File: src/rtl/core/rfhc_pkg.sv
package rfhc_pkg;

  localparam int unsigned HEADER_BYTES = 22;
  localparam int unsigned POS_W        = $clog2(HEADER_BYTES);
  localparam int unsigned CNT_W        = 64;
  localparam int unsigned FIXED_W      = 34;
  localparam int unsigned ADDR_W       = 5;
  localparam int unsigned DATA_W       = 32;

  // Byte offsets of the little-endian header fields
  localparam int unsigned OFS_VERSION = 0;
  localparam int unsigned OFS_TYPE    = 1;
  localparam int unsigned OFS_CTRL    = 2;
  localparam int unsigned OFS_NAME    = 6;
  localparam int unsigned OFS_ERROR   = 10;
  localparam int unsigned OFS_PAYLOAD = 14;

  typedef enum logic [2:0] {
    VERDICT_OK          = 3'd0,
    VERDICT_SHORT_HDR   = 3'd1,
    VERDICT_VERSION     = 3'd2,
    VERDICT_TYPE        = 3'd3,
    VERDICT_NAME_LONG   = 3'd4,
    VERDICT_SHORT_FRAME = 3'd5,
    VERDICT_PAYLOAD     = 3'd6,
    VERDICT_STATUS      = 3'd7
  } verdict_t;

  typedef enum logic [2:0] {
    REG_EXP_VERSION  = 3'd0,
    REG_MAX_TYPE     = 3'd1,
    REG_ERR_TYPE     = 3'd2,
    REG_MAX_ERR_STAT = 3'd3,
    REG_UNSPEC_STAT  = 3'd4,
    REG_MAX_NAME_LEN = 3'd5,
    REG_FLAG_MASK    = 3'd6
  } reg_idx_t;

endpackage

File: src/rtl/core/rfhc_if.sv
interface rfhc_in_if;
  import rfhc_pkg::*;

  logic       valid;
  logic       ready;
  logic [7:0] frame_byte;
  logic       last_byte;

  modport source (output valid, output frame_byte, output last_byte, input ready);
  modport sink (input valid, input frame_byte, input last_byte, output ready);
endinterface

interface rfhc_out_if;
  import rfhc_pkg::*;

  logic        valid;
  logic        ready;
  verdict_t    verdict;
  logic [7:0]  frame_type;
  logic [7:0]  frame_status;
  logic [23:0] frame_flags;
  logic [31:0] name_length;
  logic [31:0] error_length;
  logic [63:0] payload_length;

  modport source (output valid, output verdict, output frame_type, output frame_status,
                  output frame_flags, output name_length, output error_length,
                  output payload_length, input ready);
  modport sink (input valid, input verdict, input frame_type, input frame_status,
                input frame_flags, input name_length, input error_length,
                input payload_length, output ready);
endinterface

File: src/rtl/core/rpc_frame_header_checker_top.sv
// Frame header checker.
// in_ch carries a received frame one byte per transfer, with last_byte set on
// the final byte. The first 22 bytes are the little-endian header (version,
// type, control word with status in the top byte, name, error and payload
// lengths). out_ch carries one result per frame: a verdict code plus the
// decoded fields, all zero unless the verdict is OK.
// Throughput: one byte per cycle while in_ch.ready is high, frames back to
// back with no gap. The byte counter and header capture register take each
// byte; the last byte loads a check register, and the result register is
// loaded from it whenever the result register is empty or being taken.
// When out_ch stalls, the result register holds, one further frame end can
// wait in the check register, and in_ch.ready drops only while both are full.
// The APB port writes the seven limit registers at byte address 4*i; pready is
// always high. Configure only while no frame is in flight.
// Reset (rst_n low, synchronous) empties both stages, clears the byte count
// and loads the register defaults.
module rpc_frame_header_checker_top (
  input  logic                         clk,
  input  logic                         rst_n,
  rfhc_in_if.sink                      in_ch,
  rfhc_out_if.source                   out_ch,
  input  logic                         psel,
  input  logic                         penable,
  input  logic                         pwrite,
  input  logic [rfhc_pkg::ADDR_W-1:0]  paddr,
  input  logic [rfhc_pkg::DATA_W-1:0]  pwdata,
  output logic [rfhc_pkg::DATA_W-1:0]  prdata,
  output logic                         pready
);
  import rfhc_pkg::*;

  // configuration registers
  logic [7:0]  exp_version_r;
  logic [7:0]  max_type_r;
  logic [7:0]  err_type_r;
  logic [7:0]  max_err_stat_r;
  logic [7:0]  unspec_stat_r;
  logic [31:0] max_name_bytes_r;
  logic [23:0] flag_mask_r;
  logic        cfg_wr;
  reg_idx_t    cfg_idx;

  // capture stage
  logic              in_xfer;
  logic              in_hdr;
  logic [POS_W-1:0]  pos;
  logic [CNT_W-1:0]  cnt_r, cnt_nxt, cnt_inc;
  logic [7:0]        hdr_r   [HEADER_BYTES];
  logic [7:0]        hdr_cur [HEADER_BYTES];

  // check stage
  logic               chk_vld_r, chk_vld_nxt;
  logic               chk_load;
  logic               chk_adv;
  logic [CNT_W-1:0]   chk_len_r;
  logic [FIXED_W-1:0] chk_fixed_r;
  logic [7:0]         chk_ver_r;
  logic [7:0]         chk_type_r;
  logic [31:0]        chk_ctrl_r;
  logic [31:0]        chk_name_r;
  logic [31:0]        chk_err_r;
  logic [63:0]        chk_pay_r;

  logic [7:0]         status;
  logic [CNT_W-1:0]   fixed_ext;
  logic [CNT_W-1:0]   remain;
  verdict_t           verdict;
  logic [7:0]         ostatus;

  // result stage
  logic        out_vld_r, out_vld_nxt;
  verdict_t    out_verdict_r;
  logic [7:0]  out_type_r;
  logic [7:0]  out_status_r;
  logic [23:0] out_flags_r;
  logic [31:0] out_name_r;
  logic [31:0] out_err_r;
  logic [63:0] out_pay_r;

  // ---------------------------------------------------------------- config
  assign pready  = 1'b1;
  assign cfg_wr  = psel && penable && pwrite && pready;
  assign cfg_idx = reg_idx_t'(paddr[ADDR_W-1:2]);

  always_ff @(posedge clk) begin
    if (!rst_n) begin
      exp_version_r    <= 8'd1;
      max_type_r       <= 8'd3;
      err_type_r       <= 8'd2;
      max_err_stat_r   <= 8'd8;
      unspec_stat_r    <= 8'd255;
      max_name_bytes_r <= 32'd256;
      flag_mask_r      <= 24'hFFFFFF;
    end else if (cfg_wr) begin
      case (cfg_idx)
        REG_EXP_VERSION:  exp_version_r    <= pwdata[7:0];
        REG_MAX_TYPE:     max_type_r       <= pwdata[7:0];
        REG_ERR_TYPE:     err_type_r       <= pwdata[7:0];
        REG_MAX_ERR_STAT: max_err_stat_r   <= pwdata[7:0];
        REG_UNSPEC_STAT:  unspec_stat_r    <= pwdata[7:0];
        REG_MAX_NAME_LEN: max_name_bytes_r <= pwdata[31:0];
        REG_FLAG_MASK:    flag_mask_r      <= pwdata[23:0];
        default: ;
      endcase
    end
  end

  always_comb begin
    case (cfg_idx)
      REG_EXP_VERSION:  prdata = {24'd0, exp_version_r};
      REG_MAX_TYPE:     prdata = {24'd0, max_type_r};
      REG_ERR_TYPE:     prdata = {24'd0, err_type_r};
      REG_MAX_ERR_STAT: prdata = {24'd0, max_err_stat_r};
      REG_UNSPEC_STAT:  prdata = {24'd0, unspec_stat_r};
      REG_MAX_NAME_LEN: prdata = max_name_bytes_r;
      REG_FLAG_MASK:    prdata = {8'd0, flag_mask_r};
      default:          prdata = '0;
    endcase
  end

  // ---------------------------------------------------------------- capture
  assign chk_adv     = chk_vld_r && (!out_vld_r || out_ch.ready);
  assign in_ch.ready = !chk_vld_r || chk_adv;
  assign in_xfer     = in_ch.valid && in_ch.ready;
  assign chk_load    = in_xfer && in_ch.last_byte;

  assign in_hdr  = (cnt_r < CNT_W'(HEADER_BYTES));
  assign pos     = cnt_r[POS_W-1:0];
  // saturate at all ones
  assign cnt_inc = (&cnt_r) ? cnt_r : cnt_r + CNT_W'(1);

  always_comb begin
    for (int i = 0; i < HEADER_BYTES; i++) begin
      hdr_cur[i] = (in_hdr && pos == POS_W'(i)) ? in_ch.frame_byte : hdr_r[i];
    end
  end

  always_comb begin
    cnt_nxt = cnt_r;
    if (in_xfer) begin
      cnt_nxt = in_ch.last_byte ? '0 : cnt_inc;
    end
  end

  always_ff @(posedge clk) begin
    if (!rst_n) begin
      cnt_r <= '0;
    end else begin
      cnt_r <= cnt_nxt;
    end
  end

  // Header bytes past the count are stale from the previous frame; the short
  // header verdict masks them.
  always_ff @(posedge clk) begin
    if (in_xfer) begin
      hdr_r <= hdr_cur;
    end
  end

  // ---------------------------------------------------------------- check
  always_comb begin
    chk_vld_nxt = chk_vld_r;
    if (chk_load) begin
      chk_vld_nxt = 1'b1;
    end else if (chk_adv) begin
      chk_vld_nxt = 1'b0;
    end
  end

  always_ff @(posedge clk) begin
    if (!rst_n) begin
      chk_vld_r <= 1'b0;
    end else begin
      chk_vld_r <= chk_vld_nxt;
    end
  end

  // Name and error lengths are complete in hdr_r whenever the frame is long
  // enough for the sum to matter.
  always_ff @(posedge clk) begin
    if (chk_load) begin
      chk_len_r   <= cnt_inc;
      chk_fixed_r <= FIXED_W'(HEADER_BYTES)
                   + FIXED_W'({hdr_r[OFS_NAME+3], hdr_r[OFS_NAME+2],
                               hdr_r[OFS_NAME+1], hdr_r[OFS_NAME]})
                   + FIXED_W'({hdr_r[OFS_ERROR+3], hdr_r[OFS_ERROR+2],
                               hdr_r[OFS_ERROR+1], hdr_r[OFS_ERROR]});
      chk_ver_r   <= hdr_cur[OFS_VERSION];
      chk_type_r  <= hdr_cur[OFS_TYPE];
      chk_ctrl_r  <= {hdr_cur[OFS_CTRL+3], hdr_cur[OFS_CTRL+2],
                      hdr_cur[OFS_CTRL+1], hdr_cur[OFS_CTRL]};
      chk_name_r  <= {hdr_cur[OFS_NAME+3], hdr_cur[OFS_NAME+2],
                      hdr_cur[OFS_NAME+1], hdr_cur[OFS_NAME]};
      chk_err_r   <= {hdr_cur[OFS_ERROR+3], hdr_cur[OFS_ERROR+2],
                      hdr_cur[OFS_ERROR+1], hdr_cur[OFS_ERROR]};
      chk_pay_r   <= {hdr_cur[OFS_PAYLOAD+7], hdr_cur[OFS_PAYLOAD+6],
                      hdr_cur[OFS_PAYLOAD+5], hdr_cur[OFS_PAYLOAD+4],
                      hdr_cur[OFS_PAYLOAD+3], hdr_cur[OFS_PAYLOAD+2],
                      hdr_cur[OFS_PAYLOAD+1], hdr_cur[OFS_PAYLOAD]};
    end
  end

  assign status    = chk_ctrl_r[31:24];
  assign fixed_ext = CNT_W'(chk_fixed_r);
  assign remain    = chk_len_r - fixed_ext;

  // first failing rule wins
  always_comb begin
    verdict = VERDICT_OK;
    ostatus = 8'd0;
    if (chk_len_r < CNT_W'(HEADER_BYTES)) begin
      verdict = VERDICT_SHORT_HDR;
    end else if (chk_ver_r != exp_version_r) begin
      verdict = VERDICT_VERSION;
    end else if (chk_type_r > max_type_r) begin
      verdict = VERDICT_TYPE;
    end else if (chk_name_r > max_name_bytes_r) begin
      verdict = VERDICT_NAME_LONG;
    end else if (chk_len_r < fixed_ext) begin
      verdict = VERDICT_SHORT_FRAME;
    end else if (chk_pay_r != remain) begin
      verdict = VERDICT_PAYLOAD;
    end else if (chk_type_r == err_type_r) begin
      if (status > max_err_stat_r || chk_err_r == 32'd0) begin
        verdict = VERDICT_STATUS;
      end else begin
        ostatus = (status != 8'd0) ? status : unspec_stat_r;
      end
    end else if (status != 8'd0 || chk_err_r != 32'd0) begin
      verdict = VERDICT_STATUS;
    end
  end

  // ---------------------------------------------------------------- result
  always_comb begin
    out_vld_nxt = out_vld_r;
    if (chk_adv) begin
      out_vld_nxt = 1'b1;
    end else if (out_ch.ready) begin
      out_vld_nxt = 1'b0;
    end
  end

  always_ff @(posedge clk) begin
    if (!rst_n) begin
      out_vld_r <= 1'b0;
    end else begin
      out_vld_r <= out_vld_nxt;
    end
  end

  always_ff @(posedge clk) begin
    if (chk_adv) begin
      out_verdict_r <= verdict;
      if (verdict == VERDICT_OK) begin
        out_type_r   <= chk_type_r;
        out_status_r <= ostatus;
        out_flags_r  <= chk_ctrl_r[23:0] & flag_mask_r;
        out_name_r   <= chk_name_r;
        out_err_r    <= chk_err_r;
        out_pay_r    <= chk_pay_r;
      end else begin
        out_type_r   <= '0;
        out_status_r <= '0;
        out_flags_r  <= '0;
        out_name_r   <= '0;
        out_err_r    <= '0;
        out_pay_r    <= '0;
      end
    end
  end

  assign out_ch.valid          = out_vld_r;
  assign out_ch.verdict        = out_verdict_r;
  assign out_ch.frame_type     = out_type_r;
  assign out_ch.frame_status   = out_status_r;
  assign out_ch.frame_flags    = out_flags_r;
  assign out_ch.name_length    = out_name_r;
  assign out_ch.error_length   = out_err_r;
  assign out_ch.payload_length = out_pay_r;

endmodule

File: src/flat_wrapper.sv
// flat-port wrapper written by rule: the top's interface ports become plain ports
module rpc_frame_header_checker_top_flat import rfhc_pkg::*;
  (clk, rst_n, psel, penable, pwrite, paddr, pwdata, prdata, pready, in_ch_valid, in_ch_frame_byte, in_ch_last_byte, in_ch_ready, out_ch_valid, out_ch_verdict, out_ch_frame_type, out_ch_frame_status, out_ch_frame_flags, out_ch_name_length, out_ch_error_length, out_ch_payload_length, out_ch_ready);
  rfhc_in_if in_ch_i ();
  rfhc_out_if out_ch_i ();
  input  logic clk;
  input  logic rst_n;
  input  logic psel;
  input  logic penable;
  input  logic pwrite;
  input  logic [rfhc_pkg::ADDR_W-1:0] paddr;
  input  logic [rfhc_pkg::DATA_W-1:0] pwdata;
  output logic [rfhc_pkg::DATA_W-1:0] prdata;
  output logic pready;
  input wire logic [$bits(in_ch_i.valid)-1:0] in_ch_valid;
  input wire logic [$bits(in_ch_i.frame_byte)-1:0] in_ch_frame_byte;
  input wire logic [$bits(in_ch_i.last_byte)-1:0] in_ch_last_byte;
  output wire logic [$bits(in_ch_i.ready)-1:0] in_ch_ready;
  output wire logic [$bits(out_ch_i.valid)-1:0] out_ch_valid;
  output wire logic [$bits(out_ch_i.verdict)-1:0] out_ch_verdict;
  output wire logic [$bits(out_ch_i.frame_type)-1:0] out_ch_frame_type;
  output wire logic [$bits(out_ch_i.frame_status)-1:0] out_ch_frame_status;
  output wire logic [$bits(out_ch_i.frame_flags)-1:0] out_ch_frame_flags;
  output wire logic [$bits(out_ch_i.name_length)-1:0] out_ch_name_length;
  output wire logic [$bits(out_ch_i.error_length)-1:0] out_ch_error_length;
  output wire logic [$bits(out_ch_i.payload_length)-1:0] out_ch_payload_length;
  input wire logic [$bits(out_ch_i.ready)-1:0] out_ch_ready;
  assign in_ch_i.valid = in_ch_valid;
  assign in_ch_i.frame_byte = in_ch_frame_byte;
  assign in_ch_i.last_byte = in_ch_last_byte;
  assign in_ch_ready = in_ch_i.ready;
  assign out_ch_valid = out_ch_i.valid;
  assign out_ch_verdict = out_ch_i.verdict;
  assign out_ch_frame_type = out_ch_i.frame_type;
  assign out_ch_frame_status = out_ch_i.frame_status;
  assign out_ch_frame_flags = out_ch_i.frame_flags;
  assign out_ch_name_length = out_ch_i.name_length;
  assign out_ch_error_length = out_ch_i.error_length;
  assign out_ch_payload_length = out_ch_i.payload_length;
  assign out_ch_i.ready = out_ch_ready;
  rpc_frame_header_checker_top u_core (.clk(clk), .rst_n(rst_n), .in_ch(in_ch_i), .out_ch(out_ch_i), .psel(psel), .penable(penable), .pwrite(pwrite), .paddr(paddr), .pwdata(pwdata), .prdata(prdata), .pready(pready));
endmodule
File: config.mk
export PLATFORM = sky130hd
export DESIGN_NAME = rpc_frame_header_checker_top_flat
export DESIGN_NICKNAME = d
export VERILOG_FILES = /design/src/rtl/core/rfhc_pkg.sv /design/src/rtl/core/rfhc_if.sv /design/src/rtl/core/rpc_frame_header_checker_top.sv /design/src/flat_wrapper.sv
export SDC_FILE = /design/constraint.sdc
export NUM_CORES = 1
export LEC_CHECK = 0
export BUFFER_PORTS_ARGS = -buffer_cell sky130_fd_sc_hd__buf_2
export CORE_ASPECT_RATIO = 1.2
export CORE_UTILIZATION = 50
export CTS_CLUSTER_SIZE = 24
export DETAILED_ROUTE_END_ITERATION = 12
export PLACE_DENSITY_LB_ADDON = 0.05
export SLEW_MARGIN = 40
export SYNTH_ARGS = -nofsm -noshare
export SYNTH_HDL_FRONTEND = slang
export SYNTH_SLANG_ARGS = --single-unit
export TNS_END_PERCENT = 100
File: constraint.sdc
create_clock -name clk -period 16.9 [get_ports clk]
set_clock_uncertainty 0.2 [all_clocks]
set_input_delay 1.69 -clock clk [delete_from_list [all_inputs] [get_ports clk]]
set_output_delay 1.69 -clock clk [all_outputs]
set_load 0.01 [all_outputs]
==> metrics.md <==
| Metric | Value |
|---|---|
| Status | complete, no violations |
| Post-layout util | 57.13% |
| ANT nets after route | 0 |
| Crit path buffers/inverters | 1 |
| Worst IR Drop VDD | 93.32 µV |
| Wire length of the first global-routing pass | 178.5 mm |
| Worst reg2reg setup slack | 10.22 ns |
| Crit start category | flop |
| DR DRC count | 0 |
| Req. time, crit path | 17.21 ns |
| Vias/cell | 5.990 |
| Fin. Hold Viols | 0 |
| Clock Pin Slew Worst Setup and Hold Paths | 0.06 ns |
| DIE HEIGHT | 307.9 µm |
| Worst-margin pin slew | 0.9011 ns |
| Most used cell, CP | nor4_1 |
| R2R cell count | 13 |
| Post-DP Area | 0.04126 mm² |
| Min-delay src | u_core.flag_mask_r[17]$_SDFFE_PN1P_ |
| Clk_lat worst skew | 0.65 ns |
| Slowest stage delay, CP | 0.78 ns |
| CP Cell Sequence | nor4_1, nand3_1, o41ai_2, o2111ai_1, or4_1, nor4_1, nand4_1, nor4_1, nand4_1, or4_4, nor4_4, buf_4, and2_1 |
| Post-detailed-route wirelength per cell | 26.07 µm |
| CP top delay family | simple AND/OR/NAND/NOR gates |
| Drt total wl | 121.5 mm |
| Multi-input logic area | 0.01613 mm² |
| Core footprint | 0.07680 mm² |
| Slowest stage cell, crit path | nor4_1 |
| Rel. slew slack | 39.29% |
| CP max FO | 86 |
| Hold_buf cts | 0 |
| Combinational Power Share | 10.6% |
| Cell Pwr Density | 101.4 mW/mm² |
| Internal power | 3.338 mW |
| Net Switching | 1.112 mW |
| RSZ-0062 raised after global routing | no |
| Hpwl dp | 87.10 mm |
| Crit share post-route | 39.53% |
| Ys Warns | 0 |
| Max Clock Freq | 149.7 MHz |
| # fillers | 6,477 |
| Mapped cell area | 0.03898 mm² |
| Overflow left after global routing | 0 |
| Worst r2r src | u_core.chk_len_r[34]$_DFFE_PP_ |
| Synth Area per Inst | 11.52 µm² |
| Post-synth EDFFs | 621 |
| Clock power share | 40.1% |
| Initial antenna violation count | 7 |
| Post-synthesis compound-gate area fraction | 9.222% |
| Synth area leaders | edfxtp_1 (48%), dfxtp_1 (8.3%), mux2_2 (5.2%) |
| Dpl cells | 4,523 |
| Most frequent cells in the layout | edfxtp_1 (621), nand2_1 (291), buf_2 (246), mux2_2 (181), dfxtp_1 (162) |
| Worst Hold Class | reg -> reg |
| Switching share of power | 24.98% |
| GRT Util Overall | 30.48% |
| Hold path cells | 2 |
| Ant diodes | 0 |
| Most common cell after layout, fill and taps aside | edfxtp_1 |
| CTS buffer count | 78 |
| Port Buffers | 255 |
| Critical Path End Type | flop |
| Largest family of logic cells by synthesized area | simple AND/OR/NAND/NOR gates |
| Gate Count Post-Synth | 3,383 |
| Post-Synth XOR/XNOR Area | 5.100% |
| TritonRoute pass-1 iters | 6 |
| Yosys top cell by area | edfxtp_1 |
| Vias in the first global route | 27,680 |
| Async SR Flop Fraction | 0% |
| CTS Root Cell | clkbuf_16 |
| R2r endpoint | u_core.out_ch.payload_length[6]$_SDFFCE_PP0P_ |
| Final Cell Area | 0.04388 mm² |
| Post-CTS Resized | 0 |
| Critical Path AT | 6.99 ns |
| TritonCTS clock tree | built |
| Number of max-cap violations | 0 |
| Initial Util | 50.75% |
| Die Width | 256.9 µm |
| Top cell type's share of synthesized area | 47.84% |
| Largest net degree at the start of global routing | 124 |
| Drt initial violations | 2,330 |
| Synth unique cells | 80 |
| Setup TNS | 0 ns |
| P_leak | 16.52 nW |
| GPL Wtd Cong | 0.9390 |
| # nets final | 3,761 |
| Row cnt | 111 |
| Sequential area share after synthesis | 56.16% |
| Area Growth Syn to Fin | 12.56% |
| Register Area | 0.02189 mm² |
| Primary FF master, synth | edfxtp_1 |
| Setup Crit Path Kind | reg -> reg |
| Post-synthesis adder-cell area fraction | 3.955% |
| Die area | 0.07908 mm² |
| Mux cell area share after synthesis | 6.590% |
| Hold EP | u_core.flag_mask_r[17]$_SDFFE_PN1P_ |
| Post-synthesis simple-gate area fraction | 16.21% |
| Tmin final | 6.680 ns |
| Post-CTS Setup Bufs | 0 |
| Max-slew violations | 0 |
| Sequential Power Share | 49.3% |
| Via count | 27,930 |
| Layout cells sized above 1 | 17.11% |
| Clock Tree Buf Depth | 3 |
| Clk sinks | 783 |
| Syn_nets | 3,558 |
| IO Pins | 259 |
| Final setup fails | 0 |
| Final Non-Filler Cells | 4,663 |
| Yosys reg bits | 783 |
| H-tree depth | 3 |
==> worst max path at each step <==
stage | start | endpoint | cells past startpoint
after global placement | u_core.chk_len_r[19]$_DFFE_PP_ | u_core.out_ch.frame_flags[17]$_SDFFCE_PP0P_ | 14
after floorplan | out_ch_ready | u_core.chk_ctrl_r[0]$_DFFE_PP_ | 8
final | u_core.chk_len_r[34]$_DFFE_PP_ | u_core.out_ch.payload_length[6]$_SDFFCE_PP0P_ | 13
after detailed placement | u_core.chk_len_r[34]$_DFFE_PP_ | u_core.out_ch.frame_flags[17]$_SDFFCE_PP0P_ | 13
after CTS | u_core.chk_len_r[34]$_DFFE_PP_ | u_core.out_ch.frame_flags[17]$_SDFFCE_PP0P_ | 13
after global routing | u_core.chk_fixed_r[19]$_DFFE_PP_ | u_core.out_ch.payload_length[7]$_SDFFCE_PP0P_ | 15
==> metrics by stage <==
| step | total power [mW] | hold slack [ns] | setup slack (ns) |
|---|---|---|---|
| global placement | 2.688 | 0.2712 | 10.34 |
| floorplan | 2.529 | 0.2521 | 3.090 |
| finish | 4.450 | 0.2854 | 10.22 |
| detailed placement | 2.697 | 0.2743 | 10.40 |
| CTS | 4.468 | 0.2858 | 10.37 |
| global route | 4.584 | 0.3072 | 10.13 |
==> synth_stat cells, drive strengths merged, types with 44 or more instances <==
cell      n
and2    151
ha      120
o21ai   124
dfxtp   162
nor4     60
a21oi   133
clkbuf  138
xnor2   152
and3     77
nor3     60
nand2   293
nor2b    92
mux2    181
nand3   121
inv     111
xor2     75
nor2    151
mux2i    44
nand4    65
a21boi   53
edfxtp  621
==> power by group through the flow <==
stage / Clock [mW] / Combinational [mW] / Sequential, mW
finish: 1.78 / 0.470 / 2.19
global placement: 0 / 0.455 / 2.23
global route: 1.88 / 0.506 / 2.20
detailed placement: 0 / 0.462 / 2.23
floorplan: 0 / 0.299 / 2.23
CTS: 1.81 / 0.465 / 2.19
==> state kept, by name, summed over array words and instances, names as in the netlist, 3 cells and up <==
signal	count
u_core.out_ch.error_length	32
u_core.out_ch.name_length	32
u_core.out_ch.frame_status	8
u_core.hdr_r	176
u_core.chk_ctrl_r	32
u_core.chk_name_r	32
u_core.chk_len_r	64
u_core.out_ch.frame_flags	24
u_core.chk_ver_r	8
u_core.chk_pay_r	64
u_core.out_ch.verdict	3
u_core.exp_version_r	8
u_core.chk_type_r	8
u_core.err_type_r	8
u_core.max_type_r	8
u_core.chk_fixed_r	34
u_core.out_ch.payload_length	64
u_core.max_err_stat_r	8
u_core.out_ch.frame_type	8
u_core.max_name_bytes_r	32
u_core.flag_mask_r	24
u_core.cnt_r	64
u_core.unspec_stat_r	8
u_core.chk_err_r	32
==> layer usage <==
metal,up-vias,wire (µm),GRT usage [%]
met5,-,0,0
met4,0,5739,13.82
met3,215,6155,4.594
met2,896,61170,53.39
met1,13920,48480,37.02
li1,12900,-,-
==> cell type report <==
type                    count  share of cell area (%)
clock inverters            40                   1.121
well taps                1017                   2.900
flip-flops and latches    783                   49.89
multi-input cells        2329                   36.76
repair buffers            281                   3.513
clock buffers             100                   4.811
inverters                 113                   1.007
==> cells by family (layout without fill, tap and decap cells) <==
family | count (synthesis) | in the layout
fa+ha+maj | 122 | 122
compound gates | 553 | 553
flops | 783 | 783
xor+xnor | 227 | 227
buf+inv | 271 | 534
simple gates | 1197 | 1197
mux | 229 | 229
other cells | 1 | 1
==> tightest hold or removal path, stage by stage (launching register included) <==
cell	delay [ns]
dfxtp_1	0.32
nand2_1	0.06
nand3_1	0.06
No activity file was read; power rests on OpenSTA's default activity.
